===== src/ptsched_pkg.sv =====
`default_nettype none

package ptsched_pkg;

  localparam int NUM_CLASSES = 16;
  localparam int MAX_MEMBERS = 255;
  localparam int CLS_W       = $clog2(NUM_CLASSES);
  localparam int CTR_W       = NUM_CLASSES - 1;
  localparam int CNT_W       = $clog2(MAX_MEMBERS + 1);
  localparam int CMD_W       = 2;
  localparam int INTERVAL_W  = 32;

  typedef enum logic [CMD_W-1:0] {
    CMD_TICK   = 2'd0,
    CMD_ADD    = 2'd1,
    CMD_REMOVE = 2'd2,
    CMD_MOVE   = 2'd3
  } cmd_e;

  typedef enum logic [1:0] {
    S_IDLE,
    S_EXEC,
    S_FIND
  } state_e;

  // controller to datapath
  typedef struct packed {
    logic cap_in;
    logic exec;
    logic find;
    logic load_out;
  } ctrl_cmd_t;

  // highest set bit of a positive interval, capped at the top class
  function automatic logic [CLS_W-1:0] interval_to_class(input logic [INTERVAL_W-1:0] v);
    int unsigned msb;
    msb = 0;
    for (int b = 0; b < INTERVAL_W - 1; b++) begin
      if (v[b]) begin
        msb = b;
      end
    end
    if (v[INTERVAL_W-1]) begin
      msb = 0;
    end
    if (msb > NUM_CLASSES - 1) begin
      msb = NUM_CLASSES - 1;
    end
    return CLS_W'(msb);
  endfunction

endpackage

`default_nettype wire


===== src/ptsched_ctrl.sv =====
`default_nettype none

module ptsched_ctrl (
  input  logic                   clk_i,
  input  logic                   rst_ni,
  input  logic                   in_valid_i,
  output logic                   in_ready_o,
  output logic                   out_valid_o,
  input  logic                   out_ready_i,
  output ptsched_pkg::ctrl_cmd_t cmd_o
);
  import ptsched_pkg::*;

  state_e state_q, state_d;
  logic   out_valid_q, out_valid_d;
  logic   out_free;

  assign out_free = !out_valid_q || out_ready_i;

  always_ff @(posedge clk_i or negedge rst_ni) begin
    if (!rst_ni) begin
      state_q     <= S_IDLE;
      out_valid_q <= 1'b0;
    end else begin
      state_q     <= state_d;
      out_valid_q <= out_valid_d;
    end
  end

  always_comb begin
    state_d     = state_q;
    cmd_o       = '0;
    in_ready_o  = 1'b0;
    out_valid_d = out_valid_q && !out_ready_i;
    case (state_q)
      S_IDLE: begin
        in_ready_o   = 1'b1;
        cmd_o.cap_in = in_valid_i;
        if (in_valid_i) begin
          state_d = S_EXEC;
        end
      end
      S_EXEC: begin
        cmd_o.exec = 1'b1;
        state_d    = S_FIND;
      end
      S_FIND: begin
        cmd_o.find = 1'b1;
        if (out_free) begin
          cmd_o.load_out = 1'b1;
          out_valid_d    = 1'b1;
          state_d        = S_IDLE;
        end
      end
      default: begin
        state_d = S_IDLE;
      end
    endcase
  end

  assign out_valid_o = out_valid_q;

  a_accept_exec: assert property (@(posedge clk_i) disable iff (!rst_ni)
    (in_valid_i && in_ready_o) |=> (state_q == S_EXEC))
    else $error("accepted word not executed");

  a_load_valid: assert property (@(posedge clk_i) disable iff (!rst_ni)
    cmd_o.load_out |=> out_valid_q)
    else $error("result loaded but not presented");

  a_find_wait: assert property (@(posedge clk_i) disable iff (!rst_ni)
    (state_q == S_FIND && !out_free) |=> (state_q == S_FIND && out_valid_q))
    else $error("result stage overwritten while stalled");

endmodule

`default_nettype wire


===== src/ptsched_dp.sv =====
`default_nettype none

module ptsched_dp (
  input  logic                               clk_i,
  input  logic                               rst_ni,
  input  ptsched_pkg::ctrl_cmd_t             cmd_i,
  input  logic [ptsched_pkg::CMD_W-1:0]      command_i,
  input  logic [ptsched_pkg::INTERVAL_W-1:0] interval_i,
  input  logic [ptsched_pkg::CLS_W-1:0]      old_class_i,
  output logic [ptsched_pkg::NUM_CLASSES-1:0] fire_mask_o,
  output logic [ptsched_pkg::CLS_W-1:0]      class_index_o,
  output logic [ptsched_pkg::CLS_W-1:0]      period_shift_o,
  output logic                               timer_running_o,
  output logic                               error_flag_o
);
  import ptsched_pkg::*;

  // captured item
  cmd_e                  cmd_q;
  logic [INTERVAL_W-1:0] interval_q;
  logic [CLS_W-1:0]      old_q;

  // scheduler state
  logic [CTR_W-1:0]      ctr_q [NUM_CLASSES];
  logic [CNT_W-1:0]      cnt_q [NUM_CLASSES];
  logic [CLS_W-1:0]      lowest_q, lowest_d;
  logic                  any_q, any_d;

  // per-item results
  logic [NUM_CLASSES-1:0] fire_q;
  logic [CLS_W-1:0]       cls_q;
  logic                   err_q;

  logic [CTR_W-1:0]       ctr_next [NUM_CLASSES];
  logic [CTR_W:0]         incr;
  logic [NUM_CLASSES-1:0] nonzero, full, fire_d, inc_en, dec_en;
  logic [CLS_W-1:0]       new_cls, cls_d;
  logic                   old_ok, err_d, do_inc, do_dec;

  assign new_cls = interval_to_class(interval_q);
  assign incr    = (CTR_W+1)'(1) << lowest_q;
  assign old_ok  = ({1'b0, old_q} < (CLS_W+1)'(NUM_CLASSES));

  // per-class lanes: wrap counters and occupancy flags
  always_comb begin
    for (int i = 0; i < NUM_CLASSES; i++) begin
      logic [CTR_W:0] sum;
      sum         = {1'b0, ctr_q[i]} + incr;
      ctr_next[i] = ((sum >> i) != '0) ? '0 : sum[CTR_W-1:0];
      fire_d[i]   = (ctr_next[i] == '0);
      nonzero[i]  = (cnt_q[i] != '0);
      full[i]     = (cnt_q[i] == CNT_W'(MAX_MEMBERS));
    end
  end

  // command decode and refusal checks
  always_comb begin
    cls_d  = '0;
    err_d  = 1'b0;
    do_inc = 1'b0;
    do_dec = 1'b0;
    case (cmd_q)
      CMD_TICK: begin
      end
      CMD_ADD: begin
        cls_d = new_cls;
        if (full[new_cls]) begin
          err_d = 1'b1;
        end else begin
          do_inc = 1'b1;
        end
      end
      CMD_REMOVE: begin
        if (!old_ok) begin
          err_d = 1'b1;
        end else if (!nonzero[old_q]) begin
          err_d = 1'b1;
        end else begin
          do_dec = 1'b1;
        end
      end
      CMD_MOVE: begin
        cls_d = new_cls;
        if (!old_ok) begin
          err_d = 1'b1;
        end else if (old_q != new_cls) begin
          if (!nonzero[old_q] || full[new_cls]) begin
            err_d = 1'b1;
          end else begin
            do_inc = 1'b1;
            do_dec = 1'b1;
          end
        end
      end
      default: begin
      end
    endcase
  end

  always_comb begin
    for (int i = 0; i < NUM_CLASSES; i++) begin
      inc_en[i] = do_inc && (new_cls == CLS_W'(i));
      dec_en[i] = do_dec && (old_q == CLS_W'(i));
    end
  end

  // lowest occupied class
  always_comb begin
    lowest_d = '0;
    any_d    = |nonzero;
    for (int i = NUM_CLASSES - 1; i >= 0; i--) begin
      if (nonzero[i]) begin
        lowest_d = CLS_W'(i);
      end
    end
  end

  always_ff @(posedge clk_i) begin
    if (cmd_i.cap_in) begin
      cmd_q      <= cmd_e'(command_i);
      interval_q <= interval_i;
      old_q      <= old_class_i;
    end
    if (cmd_i.exec) begin
      fire_q <= (cmd_q == CMD_TICK && any_q) ? fire_d : '0;
      cls_q  <= cls_d;
      err_q  <= err_d;
    end
    if (cmd_i.load_out) begin
      fire_mask_o     <= fire_q;
      class_index_o   <= cls_q;
      period_shift_o  <= lowest_d;
      timer_running_o <= any_d;
      error_flag_o    <= err_q;
    end
  end

  always_ff @(posedge clk_i or negedge rst_ni) begin
    if (!rst_ni) begin
      for (int i = 0; i < NUM_CLASSES; i++) begin
        ctr_q[i] <= '0;
        cnt_q[i] <= '0;
      end
      lowest_q <= '0;
      any_q    <= 1'b0;
    end else begin
      if (cmd_i.exec) begin
        for (int i = 0; i < NUM_CLASSES; i++) begin
          if (cmd_q == CMD_TICK && any_q) begin
            ctr_q[i] <= ctr_next[i];
          end
          if (inc_en[i] && !dec_en[i]) begin
            cnt_q[i] <= cnt_q[i] + CNT_W'(1);
          end else if (dec_en[i] && !inc_en[i]) begin
            cnt_q[i] <= cnt_q[i] - CNT_W'(1);
          end
        end
      end
      if (cmd_i.find) begin
        lowest_q <= lowest_d;
        any_q    <= any_d;
      end
    end
  end

  a_idle_shift: assert property (@(posedge clk_i) disable iff (!rst_ni)
    !any_q |-> (lowest_q == '0))
    else $error("period shift set with no class occupied");

endmodule

`default_nettype wire


===== src/pow2_poller_tick_scheduler.sv =====
`default_nettype none

// channel   | direction | handshake                    | word contents
// s_axis    | in        | s_axis_tvalid / s_axis_tready | command, interval, old_class
// m_axis    | out       | m_axis_tvalid / m_axis_tready | fire_mask, class_index,
//           |           |                              |   period_shift, timer_running,
//           |           |                              |   error_flag
//
// each word is captured, executed on the class lanes, then passed to the
// lowest-class priority encode that loads the output register
// the output register holds one finished result, so the next word is taken
// while it waits; a stall only blocks in the encode step until it drains
// reset clears all class counters, member counts and the lowest class at once
module pow2_poller_tick_scheduler (
  input  logic        clk_i,
  input  logic        rst_ni,
  input  logic        s_axis_tvalid,
  output logic        s_axis_tready,
  // [1:0] command, [33:2] interval, [37:34] old_class, [39:38] zero
  input  logic [39:0] s_axis_tdata,
  output logic        m_axis_tvalid,
  input  logic        m_axis_tready,
  // [15:0] fire_mask, [19:16] class_index, [23:20] period_shift,
  // [24] timer_running, [25] error_flag, [31:26] zero
  output logic [31:0] m_axis_tdata
);
  import ptsched_pkg::*;

  ctrl_cmd_t              ctrl_cmd;
  logic [NUM_CLASSES-1:0] fire_mask;
  logic [CLS_W-1:0]       class_index;
  logic [CLS_W-1:0]       period_shift;
  logic                   timer_running;
  logic                   error_flag;

  // sequencing: accept, execute, encode and hand over
  ptsched_ctrl u_ctrl (
    .clk_i       (clk_i),
    .rst_ni      (rst_ni),
    .in_valid_i  (s_axis_tvalid),
    .in_ready_o  (s_axis_tready),
    .out_valid_o (m_axis_tvalid),
    .out_ready_i (m_axis_tready),
    .cmd_o       (ctrl_cmd)
  );

  // class lanes, member counts and result register
  ptsched_dp u_dp (
    .clk_i           (clk_i),
    .rst_ni          (rst_ni),
    .cmd_i           (ctrl_cmd),
    .command_i       (s_axis_tdata[1:0]),
    .interval_i      (s_axis_tdata[33:2]),
    .old_class_i     (s_axis_tdata[37:34]),
    .fire_mask_o     (fire_mask),
    .class_index_o   (class_index),
    .period_shift_o  (period_shift),
    .timer_running_o (timer_running),
    .error_flag_o    (error_flag)
  );

  // pack the result word, highest field first
  assign m_axis_tdata = {6'b0, error_flag, timer_running, period_shift, class_index,
                         fire_mask};

endmodule

`default_nettype wire

===== config.mk =====
export PLATFORM = sky130hd
export DESIGN_NAME = pow2_poller_tick_scheduler
export DESIGN_NICKNAME = d
export VERILOG_FILES = /design/src/ptsched_pkg.sv /design/src/ptsched_ctrl.sv /design/src/ptsched_dp.sv /design/src/pow2_poller_tick_scheduler.sv
export SDC_FILE = /design/constraint.sdc
export NUM_CORES = 1
export LEC_CHECK = 0
export BUFFER_PORTS_ARGS = -buffer_cell sky130_fd_sc_hd__buf_2
export CAP_MARGIN = 20
export CORE_UTILIZATION = 50
export CTS_CLUSTER_DIAMETER = 100
export DETAILED_ROUTE_END_ITERATION = 8
export PLACE_DENSITY = 0.66
export SLEW_MARGIN = 5
export SYNTH_ARGS = -nofsm -noshare
export SYNTH_HDL_FRONTEND = slang
export SYNTH_SLANG_ARGS = --single-unit

===== constraint.sdc =====
create_clock -name clk_i -period 7.9 [get_ports clk_i]
set_input_delay 0.395 -clock clk_i [delete_from_list [all_inputs] [get_ports clk_i]]
set_output_delay 0.395 -clock clk_i [all_outputs]
set_load 0.05 [all_outputs]

==> summary.txt <==
Status
  • Run status: completed

Min path
  • Worst hold path class: input port to flop
  • WHS Path Cells: 3

Detailed routing
  • Routed wire length on met3: 3.34 mm
  • M1 WL: 35.1 mm
  • Wirelength, routed: 79.8 mm
  • Drt first pass iters: 6
  • Final ANT Viol Nets: 0
  • Drt wl/cell: 18.1 um
  • Initial DRC Count: 1629
  • Highest metal used: met4
  • Wire length on met2: 38.2 mm
  • Vias: 25900
  • DRC: 0
  • Vias per cell: 5.90

Timing
  • Fin crit period: 6.01 ns
  • Period utilization: 76.1%
  • RSZ-0062 raised after global routing: no
  • Post-route setup TNS: 0 ns
  • WHS: 0.125 ns
  • Fmax: 0.166 GHz
  • Pins over their slew limit: 0
  • Post-Route Skew: 0.0346 ns
  • Hold Vio Cnt, Final: 0
  • Number of setup violations in the final report: 0
  • Worst relative slew slack: 27.7%
  • Measured slew at the worst slew-check pin: 1.08 ns

Yosys
  • Largest family of logic cells by synthesized area: compound AO/OA/AOI/OAI gates
  • Synth async-reset ratio: 81.1%
  • Post-synth EDFFs: 84
  • Post-synthesis mux area share: 1.27%
  • Syn Area/Cell: 9.27 um^2
  • Synth Area in Adders: 15.3%
  • Synth area leaders: dfrtp_1 29%, ha_1 13%, edfxtp_1 8.0%, xnor2_1 4.7%, nand2_1 4.6%
  • Post-synth top cells: 390 x nand2_1, 361 x dfrtp_1, 337 x ha_1, 244 x a21oi_1, 225 x o21ai_0
  • Compound-gate portion of the synthesized area: 19.6%
  • Synth area leader: dfrtp_1
  • Post-Syn Area: 0.0317 mm^2
  • Post-synth top area share: 28.5%
  • Most frequent cell after synthesis: nand2_1
  • Syn Inst Count: 3417
  • Synth Area in Simple Gates: 17.6%
  • Main flop type after synthesis: dfrtp_1
  • Sequential area share after synthesis: 36.5%
  • Synth Area in XOR/XNOR: 7.11%
  • #FFs+latches synth: 445
  • Synth cell types: 91
  • Yosys warns: 0

Clock network
  • Clk_lat worst skew: 0.62 ns
  • Longest Clk Path Bufs: 3
  • CTS tree: yes
  • Clock Sinks: 445
  • Clock root cell: clkbuf_16
  • Post-CTS Resized: 0
  • Reg clk slew, reported paths: 0.06 ns
  • CTS buffer count: 53
  • H-tree depth: 2

Place
  • Detailed Place HPWL: 54.1 mm
  • Global placement routability congestion: 0.903
  • Number of port buffers: 68
  • DP Cell Count: 4259

Global route
  • Vias in the first global route: 25800
  • Pin count of the biggest net entering global routing: 135
  • Antenna violations before repair: 0
  • GRT overflow: 0
  • Wire length of the first global-routing pass: 130 mm
  • Global-route usage over all layers: 25.0%

Critical path
  • Critical Path End Type: flop
  • Worst path top cell family by delay: compound AO/OA/AOI/OAI gates
  • WP buf/inv: 1
  • Worst Path Class, Setup: flop to flop
  • Most used cell, CP: a21oi_1
  • CP max-delay cell: nor2_1
  • Number of cells on the critical path: 20
  • Arrival time worst endpoint: 6.49 ns
  • CP startpoint kind: flop
  • Crit-path cells: nor4_1 -> nand4_1 -> nor2_1 -> a31oi_1 -> o32ai_1 -> a31oi_1 -> o2111ai_2 -> nor3_1 -> ha_1 -> inv_1 -> ha_1 -> a21o_1 -> a21oi_1 -> o21bai_1 -> a21oi_1 -> o21bai_1 -> a21oi_1 -> xnor2_1 -> nand2_1 -> xnor2_1
  • Max stage delay on crit path: 0.72 ns
  • CP max FO: 16
  • Worst Path Required: 8.39 ns
  • Reg2Reg Depth: 20

Final layout
  • Post-Layout Cell Count: 4398
  • Number of diodes: 0
  • Final Net Count: 3931
  • Fillers: 5367
  • Fraction of layout cells with a size suffix above 1: 7.13%
  • P&R area growth vs syn: 11.4%

Floorplanning
  • Core box area: 0.0622 mm^2
  • Die Wd: 254 um
  • Row cnt: 91
  • I/O pin cnt: 78
  • Initial core utilization: 50.9%
  • Die area: 0.0643 mm^2
  • Die Height: 254 um

Flow run
  • Max Cap Viol: 0

Pwr
  • Pleak: 16.4 nW
  • Pwr dens: 285 mW/mm^2
  • Worst vdd ir: 0.243 mV
## path summary, 6_finish.rpt
| check | from | endpoint | slack [ns] |
|---|---|---|---|
| setup / recovery | u_dp.interval_q[23] | u_dp.cnt_q[71] | 1.89 |
| hold / removal | m_axis_tready | u_ctrl.state_q[1] | 0.13 |
| setup reg to reg | u_dp.interval_q[23] | u_dp.cnt_q[71] | 1.89 |
| hold reg to reg | u_dp.fire_q[8] | u_dp.fire_mask_o[8] | 0.41 |
| max in group asynchronous | rst_ni | u_dp.cnt_q[87] | 5.97 |
| min in group asynchronous | rst_ni | u_dp.ctr_q[220] | 0.46 |
## layout by cell type, fill, tap and decap left out, types with 11 or more instances in the layout
cell type,n
nand2_1,389
dfrtp_1,361
ha_1,337
a21oi_1,244
o21ai_0,224
nor2_1,210
xnor2_1,171
and2_1,120
inv_1,116
o31ai_1,88
xor2_1,86
edfxtp_1,84
a21o_1,76
nor4_1,67
o21bai_1,67
buf_2,67
nor3_1,64
clkbuf_16,56
nand3_1,55
nand4_1,49
nand2b_1,46
dlygate4sd3_1,39
o21a_1,37
a211oi_1,36
buf_4,34
fa_1,31
nor2b_1,28
o211ai_1,24
mux2i_1,21
or3_1,14
a31oi_1,14
and3_1,14
or4_1,13
a21boi_0,12
a211o_1,12
clkbuf_1,12
a2111oi_0,11
o2111ai_1,11
a22o_1,11
## where the power goes
part           internal [mW]  switching, mW  total [mW]
Combinational           1.78           2.32        4.10
Sequential              2.86          0.486        3.34
Clock                   1.58           1.02        2.61
## registers in the layout (all words and copies together) (netlist names), 2 cells and up
signal,count
u_dp.fire_q,16
u_dp.cnt_q,128
u_dp.fire_mask_o,16
u_dp.period_shift_o,4
u_dp.cmd_q,2
u_dp.interval_q,31
u_dp.old_q,4
u_dp.ctr_q,225
u_ctrl.state_q,2
u_dp.class_index_o,4
u_dp.cls_q,4
u_dp.lowest_q,4
## what timing repair did
item,CTS,global route
setup endpoints to repair,0,0
buffers inserted,0,0
hold buffers,39,0
endpoints found under the hold margin,132,0
## routing by layer
layer  up-vias  global-route usage (%)
met4         0                    10.0
li1      12700                       -
met1     12500                    31.7
met3       179                    3.23
met5         -                       0
met2       558                    43.1
## area by class of cell
type | instances | area, um^2 | share of cell area (%)
tap | 837 | 1050 | 2.97
multi-input combinational | 2759 | 19300 | 54.8
clock inverter | 19 | 278 | 0.787
inverter | 117 | 439 | 1.24
timing repair buffer | 143 | 1040 | 2.96
clock buffer | 78 | 1580 | 4.49
sequential | 445 | 11600 | 32.8
## metrics by stage
stage          worst slack, ns  utilization [%]  power (mW)  cell area, um^2
3_5_place_dp              2.05             53.1        7.40            33000
3_3_place_gp              2.18             53.1        7.20            33000
4_1_cts                   2.04             56.7        10.1            35200
5_1_grt                   1.34             56.8        10.8            35300
6_report                  1.89             56.8        10.0            35300
2_1_floorplan             3.01                -        6.42            31700
## logic make-up (layout without fill, tap and decap cells)
group | count (synthesis) | count (layout)
flip-flops | 445 | 445
AO/OA/AOI/OAI | 958 | 958
adder cells (fa/ha/maj) | 368 | 368
multiplexers | 33 | 33
XOR/XNOR | 257 | 257
buffers and inverters | 218 | 357
other | 1 | 6
AND/OR/NAND/NOR | 1137 | 1137
## worst reg2reg max path, stage by stage, from the launching register on
cell	delay [ns]
edfxtp_1	0.44
nor4_1	0.44
nand4_1	0.30
nor2_1	0.72
a31oi_1	0.39
o32ai_1	0.51
a31oi_1	0.17
o2111ai_2	0.60
nor3_1	0.14
ha_1	0.27
inv_1	0.26
ha_1	0.30
a21o_1	0.17
a21oi_1	0.22
o21bai_1	0.09
a21oi_1	0.25
o21bai_1	0.10
a21oi_1	0.18
xnor2_1	0.13
nand2_1	0.08
xnor2_1	0.12
Note: power is estimated with default switching activity, not from simulation.
